### src/rtl/cftg_pkg.sv
// Shared types and constants for the camera frame to gray texture core.
// Holds register codes, view modes, reset values and the per-stage item record.
// No dependencies.
package cftg_pkg;

    // Configuration register indexes
    typedef enum logic [2:0] {
        REG_VIEW_MODE    = 3'd0,
        REG_FRAME_WIDTH  = 3'd1,
        REG_FRAME_HEIGHT = 3'd2,
        REG_ROW_PITCH    = 3'd3,
        REG_SIGMA_MASK   = 3'd4,
        REG_MAX_VALID    = 3'd5,
        REG_DEPTH_MIN    = 3'd6,
        REG_DEPTH_MAX    = 3'd7
    } cfg_index_t;

    // View modes
    typedef enum logic [1:0] {
        MODE_GRAY   = 2'd0,
        MODE_MIRROR = 2'd1,
        MODE_FLIP   = 2'd2,
        MODE_DEPTH  = 2'd3
    } view_mode_t;

    localparam int CFG_DATA_W = 16;
    localparam int ADDR_W     = 22;
    localparam int QUOT_W     = 8;

    // Reset values of the configuration registers
    localparam logic [10:0] RST_FRAME_WIDTH  = 11'd640;
    localparam logic [10:0] RST_FRAME_HEIGHT = 11'd480;
    localparam logic [12:0] RST_ROW_PITCH    = 13'd640;
    localparam logic [7:0]  RST_SIGMA_MASK   = 8'h80;
    localparam logic [15:0] RST_MAX_VALID    = 16'd0;
    localparam logic [15:0] RST_DEPTH_MIN    = 16'd0;
    localparam logic [15:0] RST_DEPTH_MAX    = 16'd4000;

    // Current configuration as seen by the datapath
    typedef struct packed {
        view_mode_t  view_mode;
        logic [10:0] frame_width;
        logic [10:0] frame_height;
        logic [12:0] row_pitch_words;
        logic [7:0]  sigma_mask;
        logic [15:0] max_valid;
        logic [15:0] depth_min;
        logic [15:0] depth_max;
    } cfg_t;

    // One item as it moves down the divider chain
    typedef struct packed {
        logic              valid;
        logic              use_div;      // gray comes from the quotient
        logic [7:0]        gray;         // gray byte when no division applies
        logic [15:0]       rem;          // partial remainder
        logic [15:0]       divisor;      // depth_max - depth_min
        logic [QUOT_W-1:0] nq;           // numerator bits out, quotient bits in
        logic [ADDR_W-1:0] word_address;
        logic              frame_end;
    } cell_t;

endpackage

### src/rtl/cftg_front.sv
// Input stage: raster counters, texture address, depth invalidation and windowing setup.
// Depends on cftg_pkg. Feeds the first divider cell.
module cftg_front #(
    parameter int MAX_WIDTH  = 1024,
    parameter int MAX_HEIGHT = 1024
) (
    input  logic            clk,
    input  logic            rst_n,
    input  logic            advance,
    input  logic            pix_valid,
    input  logic [15:0]     sample,
    input  logic [7:0]      confidence,
    input  cftg_pkg::cfg_t  cfg,
    output cftg_pkg::cell_t cell_out
);

    localparam int CW   = $clog2(MAX_WIDTH);
    localparam int RW   = $clog2(MAX_HEIGHT);
    localparam int SWW  = (CW + 1 > 11) ? CW + 1 : 11;
    localparam int SWH  = (RW + 1 > 11) ? RW + 1 : 11;
    localparam int PW   = 13 + RW;
    localparam int SUMW = ((PW > CW) ? PW : CW) + 1;
    localparam int EXTW = (SUMW > cftg_pkg::ADDR_W) ? SUMW : cftg_pkg::ADDR_W;

    logic [CW-1:0] col_reg, col_next;
    logic [RW-1:0] row_reg, row_next;
    cftg_pkg::cell_t cell_reg;
    logic            valid_reg;

    logic [SWW-1:0] fw, w, wm1;
    logic [SWH-1:0] fh, h, hm1;
    logic           last_col, last_row;
    logic [CW-1:0]  col_sel;
    logic [RW-1:0]  row_sel;
    logic [PW-1:0]  prod;
    logic [SUMW-1:0] sum;
    logic [EXTW-1:0] sum_ext;
    logic           accept;

    logic [15:0] v0, v1, diff;
    logic        at_lo, at_hi;
    logic [23:0] numer;

    assign accept = pix_valid && advance;

    // Clamp frame size to 1..MAX
    always_comb
    begin
        fw = SWW'(cfg.frame_width);
        fh = SWH'(cfg.frame_height);
        if (fw == '0)
            w = SWW'(1);
        else if (fw > SWW'(MAX_WIDTH))
            w = SWW'(MAX_WIDTH);
        else
            w = fw;
        if (fh == '0)
            h = SWH'(1);
        else if (fh > SWH'(MAX_HEIGHT))
            h = SWH'(MAX_HEIGHT);
        else
            h = fh;
        wm1 = w - SWW'(1);
        hm1 = h - SWH'(1);
        last_col = SWW'(col_reg) >= wm1;
        last_row = SWH'(row_reg) >= hm1;
    end

    // Mirrored or flipped position, saturating at zero past the end
    always_comb
    begin
        col_sel = col_reg;
        row_sel = row_reg;
        if (cfg.view_mode == cftg_pkg::MODE_MIRROR)
            col_sel = last_col ? '0 : CW'(wm1 - SWW'(col_reg));
        else if (cfg.view_mode == cftg_pkg::MODE_FLIP)
            row_sel = last_row ? '0 : RW'(hm1 - SWH'(row_reg));
    end

    // Texture word address, modulo the address width
    always_comb
    begin
        prod    = PW'(cfg.row_pitch_words) * PW'(row_sel);
        sum     = SUMW'(prod) + SUMW'(col_sel);
        sum_ext = EXTW'(sum);
    end

    // Depth invalidation and window setup
    always_comb
    begin
        v0 = ((confidence & cfg.sigma_mask) != 8'd0) ? 16'd0 : sample;
        v1 = ((cfg.max_valid != 16'd0) && (v0 > cfg.max_valid)) ? 16'd0 : v0;
        at_lo = v1 <= cfg.depth_min;
        at_hi = v1 >= cfg.depth_max;
        diff  = v1 - cfg.depth_min;
        // diff * 255
        numer = {diff, 8'd0} - {8'd0, diff};
    end

    // Raster counters
    always_comb
    begin
        col_next = col_reg;
        row_next = row_reg;
        if (accept)
        begin
            if (last_col)
            begin
                col_next = '0;
                row_next = last_row ? '0 : row_reg + RW'(1);
            end
            else
            begin
                col_next = col_reg + CW'(1);
            end
        end
    end

    always_ff @(posedge clk or negedge rst_n)
    begin
        if (!rst_n)
        begin
            col_reg   <= '0;
            row_reg   <= '0;
            valid_reg <= 1'b0;
        end
        else
        begin
            col_reg <= col_next;
            row_reg <= row_next;
            if (advance)
                valid_reg <= pix_valid;
        end
    end

    // Item payload
    always_ff @(posedge clk)
    begin
        if (accept)
        begin
            cell_reg.valid        <= 1'b1;
            cell_reg.use_div      <= (cfg.view_mode == cftg_pkg::MODE_DEPTH) && !at_lo && !at_hi;
            cell_reg.gray         <= (cfg.view_mode != cftg_pkg::MODE_DEPTH) ? sample[7:0] :
                                     (at_lo ? 8'd0 : 8'd255);
            cell_reg.rem          <= numer[23:8];
            cell_reg.nq           <= numer[7:0];
            cell_reg.divisor      <= cfg.depth_max - cfg.depth_min;
            cell_reg.word_address <= sum_ext[cftg_pkg::ADDR_W-1:0];
            cell_reg.frame_end    <= last_col && last_row;
        end
    end

    always_comb
    begin
        cell_out       = cell_reg;
        cell_out.valid = valid_reg;
    end

endmodule

### src/rtl/cftg_div_cell.sv
// One restoring-division cell: resolves one quotient bit and passes the item on.
// Depends on cftg_pkg. Chained eight deep in the top level.
module cftg_div_cell (
    input  logic            clk,
    input  logic            rst_n,
    input  logic            advance,
    input  cftg_pkg::cell_t cell_in,
    output cftg_pkg::cell_t cell_out
);

    cftg_pkg::cell_t cell_reg, cell_next;
    logic            valid_reg;
    logic [16:0]     r2;
    logic            ge;

    // Shift in the next numerator bit, subtract when it fits
    always_comb
    begin
        r2        = {cell_in.rem, cell_in.nq[cftg_pkg::QUOT_W-1]};
        ge        = r2 >= {1'b0, cell_in.divisor};
        cell_next = cell_in;
        cell_next.rem = ge ? 16'(r2 - {1'b0, cell_in.divisor}) : r2[15:0];
        cell_next.nq  = {cell_in.nq[cftg_pkg::QUOT_W-2:0], ge};
    end

    always_ff @(posedge clk or negedge rst_n)
    begin
        if (!rst_n)
            valid_reg <= 1'b0;
        else if (advance)
            valid_reg <= cell_in.valid;
    end

    always_ff @(posedge clk)
    begin
        if (advance)
            cell_reg <= cell_next;
    end

    always_comb
    begin
        cell_out       = cell_reg;
        cell_out.valid = valid_reg;
    end

endmodule

### src/rtl/camera_frame_to_gray_texture_core.sv
// Top level of the camera frame to gray texture core.
// Depends on cftg_pkg, cftg_front and cftg_div_cell.
//
// Usage:
//   Pixels enter in raster order on the pix channel (pix_valid/pix_stall,
//   sample, confidence). Each pixel gives exactly one result on the res
//   channel (res_valid/res_stall): the texture word address, the gray byte
//   copied into three channels, and a flag on the last pixel of the frame.
//   A result is offered once its pixel has been accepted and has passed
//   ten registers: the input stage, eight division cells (one quotient bit
//   each for the depth window) and the output register.
//   Throughput is one pixel per cycle while the receiver takes results.
//   When the receiver stalls a waiting result, the whole cell chain holds
//   and pix_stall is raised in the same cycle; nothing is dropped.
//   Configuration is written through cfg_write/cfg_index/cfg_data while no
//   pixel is in flight. Reset clears the raster counters and the chain and
//   loads the default configuration (640x480, depth window 0..4000).
module camera_frame_to_gray_texture_core #(
    parameter int MAX_WIDTH  = 1024,
    parameter int MAX_HEIGHT = 1024
) (
    input  logic        clk,
    input  logic        rst_n,
    // configuration
    input  logic        cfg_write,
    input  logic [2:0]  cfg_index,
    input  logic [15:0] cfg_data,
    // pixel channel
    input  logic        pix_valid,
    output logic        pix_stall,
    input  logic [15:0] sample,
    input  logic [7:0]  confidence,
    // result channel
    output logic        res_valid,
    input  logic        res_stall,
    output logic [21:0] word_address,
    output logic [23:0] pixel_word,
    output logic        frame_end
);

    localparam int NCELL = cftg_pkg::QUOT_W;

    cftg_pkg::cfg_t  cfg_reg;
    cftg_pkg::cell_t chain [0:NCELL];
    logic            advance;
    logic            res_valid_reg;
    logic [21:0]     word_address_reg;
    logic [7:0]      gray_reg;
    logic            frame_end_reg;

    assign advance   = !res_valid_reg || !res_stall;
    assign pix_stall = !advance;

    // Configuration registers
    always_ff @(posedge clk or negedge rst_n)
    begin
        if (!rst_n)
        begin
            cfg_reg.view_mode       <= cftg_pkg::MODE_GRAY;
            cfg_reg.frame_width     <= cftg_pkg::RST_FRAME_WIDTH;
            cfg_reg.frame_height    <= cftg_pkg::RST_FRAME_HEIGHT;
            cfg_reg.row_pitch_words <= cftg_pkg::RST_ROW_PITCH;
            cfg_reg.sigma_mask      <= cftg_pkg::RST_SIGMA_MASK;
            cfg_reg.max_valid       <= cftg_pkg::RST_MAX_VALID;
            cfg_reg.depth_min       <= cftg_pkg::RST_DEPTH_MIN;
            cfg_reg.depth_max       <= cftg_pkg::RST_DEPTH_MAX;
        end
        else if (cfg_write)
        begin
            unique case (cftg_pkg::cfg_index_t'(cfg_index))
                cftg_pkg::REG_VIEW_MODE:
                    cfg_reg.view_mode <= cftg_pkg::view_mode_t'(cfg_data[1:0]);
                cftg_pkg::REG_FRAME_WIDTH:  cfg_reg.frame_width     <= cfg_data[10:0];
                cftg_pkg::REG_FRAME_HEIGHT: cfg_reg.frame_height    <= cfg_data[10:0];
                cftg_pkg::REG_ROW_PITCH:    cfg_reg.row_pitch_words <= cfg_data[12:0];
                cftg_pkg::REG_SIGMA_MASK:   cfg_reg.sigma_mask      <= cfg_data[7:0];
                cftg_pkg::REG_MAX_VALID:    cfg_reg.max_valid       <= cfg_data;
                cftg_pkg::REG_DEPTH_MIN:    cfg_reg.depth_min       <= cfg_data;
                cftg_pkg::REG_DEPTH_MAX:    cfg_reg.depth_max       <= cfg_data;
                default: ;
            endcase
        end
    end

    // Input stage
    cftg_front #(
        .MAX_WIDTH  (MAX_WIDTH),
        .MAX_HEIGHT (MAX_HEIGHT)
    ) u_front (
        .clk        (clk),
        .rst_n      (rst_n),
        .advance    (advance),
        .pix_valid  (pix_valid),
        .sample     (sample),
        .confidence (confidence),
        .cfg        (cfg_reg),
        .cell_out   (chain[0])
    );

    // Division chain, one quotient bit per cell
    for (genvar i = 0; i < NCELL; i++)
    begin : g_cell
        cftg_div_cell u_cell (
            .clk      (clk),
            .rst_n    (rst_n),
            .advance  (advance),
            .cell_in  (chain[i]),
            .cell_out (chain[i+1])
        );
    end

    // Output register
    always_ff @(posedge clk or negedge rst_n)
    begin
        if (!rst_n)
            res_valid_reg <= 1'b0;
        else if (advance)
            res_valid_reg <= chain[NCELL].valid;
    end

    always_ff @(posedge clk)
    begin
        if (advance)
        begin
            word_address_reg <= chain[NCELL].word_address;
            gray_reg         <= chain[NCELL].use_div ? chain[NCELL].nq : chain[NCELL].gray;
            frame_end_reg    <= chain[NCELL].frame_end;
        end
    end

    assign res_valid    = res_valid_reg;
    assign word_address = word_address_reg;
    assign pixel_word   = {gray_reg, gray_reg, gray_reg};
    assign frame_end    = frame_end_reg;

endmodule

### config.mk
export PLATFORM = sky130hd
export DESIGN_NAME = camera_frame_to_gray_texture_core
export DESIGN_NICKNAME = d
export VERILOG_FILES = /design/src/rtl/cftg_pkg.sv /design/src/rtl/cftg_front.sv /design/src/rtl/cftg_div_cell.sv /design/src/rtl/camera_frame_to_gray_texture_core.sv
export SDC_FILE = /design/constraint.sdc
export NUM_CORES = 2
export LEC_CHECK = 0
export BUFFER_PORTS_ARGS = -buffer_cell sky130_fd_sc_hd__buf_4
export CAP_MARGIN = 25
export CORE_MARGIN = 2
export CORE_UTILIZATION = 59
export CTS_BUF_LIST = sky130_fd_sc_hd__clkbuf_8
export DETAILED_ROUTE_END_ITERATION = 8
export PLACE_DENSITY = 0.76
export SLEW_MARGIN = 5
export SYNTH_ARGS = -nofsm -noshare
export SYNTH_HDL_FRONTEND = slang
export SYNTH_SLANG_ARGS = --single-unit
### constraint.sdc
create_clock -name clk -period 42.3 [get_ports clk]
set_input_delay 4.23 -clock clk [delete_from_list [all_inputs] [get_ports clk]]
set_output_delay 4.23 -clock clk [all_outputs]
set_load 0.005 [all_outputs]
After elaboration in Yosys (flattened, before gate mapping). Index checks and enable logic that the tools add are counted.

Flip-flop bits (word level): 770. Input port bits: 48. Output and inout port bits: 49. Logic and storage cells: 177.

Add/sub/neg operators: 17. Multipliers: 1. Order comparisons: 15. Equal/unequal tests: 11. Multiplexer cells: 23. Bitwise logic cells: 1. Reductions and logical operators: 25.

Operators with widths (count): $mux W16 (9); $sub A16 B16 Y16 (9); $ge A17 B16 Y1 (8); $mux W10 (7); $mux W11 (4); $mux W8 (3); $sub A24 B16 Y24 (1); $add A22 B10 Y22 (1); $ge A10 B11 Y1 (2); $gt A11 B11 Y1 const B (2); $logic_not A11 Y1 (2); $mul A13 B10 Y22 (1); $sub A11 B1 Y11 const B (2); $add A10 B1 Y10 const B (2); $sub A10 B10 Y10 (2); $reduce_and A2 Y1 (9); $ge A16 B16 Y1 (1); $gt A16 B16 Y1 (1); $le A16 B16 Y1 (1); $reduce_bool A16 Y1 (1); $eq A3 B3 Y1 const B (4); $and A8 B8 Y8 (1); $reduce_bool A8 Y1 (1); $eq A3 B2 Y1 const B (2); 8 further kinds (17).

Logic depth before layout (Yosys ltp).
Depth after elaboration: 10. Depth in mapped cells: 42. Mapped depth without buffers: 40.

Cells and area by module. Synthesis repeated with hierarchy kept, for this count alone.

Cell total of the unflattened synthesis: 3628. Area, all modules: 45436.1 µm².

Modules (own cells, without submodules): cftg_div_cell at g_cell[0].u_cell ... (times used 5, cells an instance 232, area each 3435.8 µm², sequential area each 2187.1 µm²); cftg_front (times used 1, cells an instance 1506, area each 13156.4 µm², sequential area each 2687.6 µm²); cftg_div_cell at g_cell[3].u_cell ... (times used 2, cells an instance 231, area each 3370.7 µm², sequential area each 2187.1 µm²); camera_frame_to_gray_texture_core (times used 1, cells an instance 265, area each 4999.8 µm², sequential area each 3301.9 µm²); cftg_div_cell at g_cell[5].u_cell (times used 1, cells an instance 235, area each 3359.5 µm², sequential area each 2187.1 µm²).

Least setup slack after synthesis. Ideal clock, no wire load.

Kind: input to output. Start point: in res_stall. End point: out pix_stall. Arrival: 21.201 ns. Data required time: 38.070 ns. Setup slack: 16.869 ns. Cell stages on the path: 3. Buffers on the path: 1. Cells stage by stage: nand2_1 -> clkbuf_1 -> inv_1.

Cells in the longest elaborated chain, start to end: 3.

Ends and longest elaborated chain: from (decl) (line camera_frame_to_gray_texture_core.sv:35) `input logic res_stall,`; $logic_not A1 Y1 (line camera_frame_to_gray_texture_core.sv:51) `assign advance = !res_valid_reg || !res_stall;`; $logic_or A1 B1 Y1 (line camera_frame_to_gray_texture_core.sv:51); $logic_not A1 Y1 (line camera_frame_to_gray_texture_core.sv:52) `assign pix_stall = !advance;`; to (decl) (line camera_frame_to_gray_texture_core.sv:30) `output logic pix_stall,`.

Every way passes these cells.

Worst setup path in the final report.
Start point: reg cfg_reg[72] in the netlist's numbering. End point: reg u_front.cell_reg (netlist bit u_front.cell_out[22]), data pin.

Cells in the longest elaborated chain, start to end: 10. Elaborated cells between the ends (all ways): 12. Those cells by class: add/sub (3); mul (1); order compare (2); mux (5); reduce/logical (1).

Ends and longest elaborated chain: from (decl) (line camera_frame_to_gray_texture_core.sv:43) `cftg_pkg::cfg_t cfg_reg;`; $gt A11 B11 Y1 (line cftg_front.sv:59) `else if (fh > SWH'(MAX_HEIGHT))`; $mux W11 (line cftg_front.sv:59); $mux W11 * (line cftg_front.sv:57) `if (fh == '0)`; $sub A11 B1 Y11 * (line cftg_front.sv:64) `hm1 = h - SWH'(1);`; $sub A10 B10 Y10 / $ge A10 B11 Y1 (equally long branches) (line cftg_front.sv:77, cftg_front.sv:66); $mux W10 * (line cftg_front.sv:77) `row_sel = last_row ? '0 : RW'(hm1 - SWH'(row_reg));`; $mux W10 * (line cftg_front.sv:76) `else if (cfg.view_mode == cftg_pkg::MODE_FLIP)`; $mux W10 * (line cftg_front.sv:74) `if (cfg.view_mode == cftg_pkg::MODE_MIRROR)`; $mul A13 B10 Y22 * (line cftg_front.sv:83) `prod = PW'(cfg.row_pitch_words) * PW'(row_sel);`; $add A22 B10 Y22 * (line cftg_front.sv:84) `sum = SUMW'(prod) + SUMW'(col_sel);`; named net u_front.sum[21] (line cftg_front.sv:36) `logic [SUMW-1:0] sum;`; to (decl) (line cftg_front.sv:27) `cftg_pkg::cell_t cell_reg;`.

Mark *: on every way through the listed nets, which the timed path passes. The rest lies on a longest branch. A chain may end at the register's enable or synchronous reset.

==> results.py <==
metrics = {
    "placement": {
        "dp.cells": 4225,
        "place.gp.congestion": 0.930,
        "place_hpwl_um": 57600,
        "pre_cts_slack_ns": 31.23,
        "portBuffers": 96,
    },
    "global_route": {
        "grt_usage_pct": 22.3,
        "grt_max_degree": 189,
        "grt_pass1_vias": 25790,
        "antenna_found_initial": 1,
        "grt-ovfl-total": 0,
        "grt_pass1_wl_um": 128000,
    },
    "detailed_routing": {
        "route.detailed.wl_per_inst_um": 17.6,
        "via_count": 24773,
        "drtIter0Drc": 1270,
        "drc": 0,
        "wirelength_um": 78300,
        "antenna_left": 0,
        "viasPerCell": 5.57,
        "drt_pre_antenna_iters": 5,
    },
    "timing": {
        "setup_ws_ns": 31.56,
        "post-route-period-util_pct": 25.4,
        "tightestPinTransition_ns": 1.04,
        "timing.fmax_mhz": 93.1,
        "finalSetupViolCount": 0,
        "drv_slew": 0,
        "tns_ns": 0,
        "hold_violations": 0,
        "fin_skew_ns": 0.0278,
        "rsz0062_at_grt": "false",
        "max_slew_margin_pct": 30.0,
        "period_needed_ns": 10.74,
    },
    "final_layout": {
        "final_cells": 4448,
        "n_fill_cell": 5079,
        "multi_input_area_um2": 16800,
        "largest_reg_flops": 544,
        "nNetsFinal": 3878,
        "regArea_um2": 22500,
        "layout-drive-gt1-share_pct": 14.4,
        "area_growth_pct": 9.60,
    },
    "clock_network": {
        "tritoncts": "built",
        "hold_buffers": 0,
        "clk_pin_slew_ns": 0.06,
        "cts_num_sinks": 770,
        "numCtsBuffers": 121,
        "cts_buffer_depth": 3,
        "post_cts_buffers": 0,
        "htree_levels": 3,
        "clk_latency_ns": 0.74,
        "cts.repair.resized": 0,
        "root_buffer": "clkbuf_8",
    },
    "floorplanning": {
        "die_h_um": 268,
        "dieArea_um2": 72000,
        "core_area_um2": 68900,
        "io_pins": 97,
        "start_util_pct": 59.8,
        "rows": 96,
        "die_w_um": 268,
    },
    "logic_synthesis": {
        "synth.avg_cell_area_um2": 12.6,
        "synth-main-ff-cell": "edfxtp_1",
        "yosys-top-cells-area": "edfxtp_1, ha_1, dfrtp_1, fa_1, mux2_2",
        "seq_area_frac_synth_pct": 54.6,
        "yosys_warnings": 0,
        "synth_top_area_cell": "edfxtp_1",
        "syn_area_um2": 41200,
        "synth_nets": 3729,
        "synth_cells": 3272,
        "ys_seq_elements": 770,
        "synth-async-reset-ratio_pct": 16.0,
        "synth-edff-count": 647,
        "yosysTopAreaCellShare_pct": 47.1,
        "synthDistinctLibCells": 91,
    },
    "setup_path": {
        "cp_common_cell": "fa_1",
        "cpLargestDelayFamily": "adder cells",
        "required_ns": 42.78,
        "critical_path_class": "reg -> reg",
        "worstSetupStartpointType": "flip-flop",
        "crit_slowest_cell": "o31ai_2",
        "path_buf_inv": 4,
        "critPathMaxFanout": 21,
        "cp-end-kind": "flip-flop",
        "worst_path_largest_cell_delay_ns": 0.83,
        "worstPathArrival_ns": 11.22,
    },
    "job": {
        "drv_cap": 0,
    },
    "status": {
        "status": "completed",
    },
    "min_path": {
        "hold_class": "reg -> reg",
    },
}
routing by layer:
| metal | vias up | GRT usage (%) | share of wire [%] |
|---|---|---|---|
| met1 | 12001 | 27.8 | 42 |
| met4 | 0 | 9.67 | 3.7 |
| met2 | 653 | 38.7 | 49 |
| met3 | 192 | 3.47 | 4.5 |
| li1 | 11927 | - | - |
| met5 | - | 0 | 0 |
metrics by stage:
step | utilization (%) | hold WS (ns) | instance area, um^2
floorplan | - | 0.400 | 41200
global placement | 62.1 | 0.400 | 42800
detailed placement | 62.1 | 0.405 | 42800
CTS | 65.4 | 0.405 | 45100
global route | 65.6 | 0.394 | 45200
finish | 65.6 | 0.400 | 45200
logic make-up after synthesis:
kind of cell,count (synthesis),share of synthesized area (%)
flip-flops,770,54.6
AND/OR/NAND/NOR,734,8.99
buffers and inverters,493,4.74
adder cells (fa/ha/maj),409,14.3
multiplexers,187,5.07
XOR/XNOR,177,3.76
AO/OA/AOI/OAI,502,8.50
path summary, 6_finish.rpt:
path / start / depth (start not counted) / slack, ns / end
worst max-delay path: cfg_reg[72] / 38 / 31.56 / u_front.cell_out[22]
min in group asynchronous: rst_n / 1 / 3.51 / cfg_reg[29]
worst max register to register: cfg_reg[72] / 38 / 31.56 / u_front.cell_out[22]
worst min-delay path: g_cell[5].u_cell.cell_out[7] / 0 / 0.40 / g_cell[6].u_cell.cell_out[7]
max in group asynchronous: rst_n / 3 / 37.61 / cfg_reg[89]
worst min register to register: g_cell[5].u_cell.cell_out[7] / 0 / 0.40 / g_cell[6].u_cell.cell_out[7]
synthesized netlist by cell type, types with 6 or more instances:
library cell,number
a31oi_1,19
a41o_1,6
clkbuf_1,43
o41ai_1,7
mux2i_1,10
o21a_1,33
nand2b_1,50
xor2_1,46
nor4_1,12
nand4_1,38
nor2_1,141
and3b_1,7
nor3_1,47
dfrtp_1,108
nand2_1,202
inv_1,406
xnor2_1,131
nor2b_1,49
a22oi_1,7
a211o_1,6
nand3b_1,6
or2_2,7
buf_2,21
a21o_1,73
or3_1,14
o21ai_1,33
edfxtp_1,647
nand3_1,43
and3_1,13
ha_1,303
buf_4,16
and2_1,72
dfstp_2,15
mux2_2,173
fa_1,106
o31ai_1,16
a41oi_1,10
and4_1,9
a21boi_0,7
a21oi_1,129
a211oi_1,10
o21ai_0,63
placed cells by master (no fill, tap or decap), types with 63 or more instances in the layout:
cell type / n
a21o_1: 73
a21oi_1: 128
and2_1: 72
buf_4: 106
clkbuf_8: 126
dfrtp_1: 108
edfxtp_1: 647
fa_1: 106
ha_1: 303
inv_1: 438
mux2_2: 173
nand2_1: 201
nor2_1: 141
o21ai_0: 63
xnor2_1: 131
layout make-up:
type,count,area share [%]
flip-flops and latches,770,49.8
clock buffers,126,3.84
repair buffers,112,2.05
diodes,1,0.00554
clock inverters,92,1.18
inverters,407,3.38
well taps,931,2.58
multi-input cells,2009,37.1
Power is not shown: default switching activity piles up to over one toggle a cycle in this logic, so the estimate is an artifact.
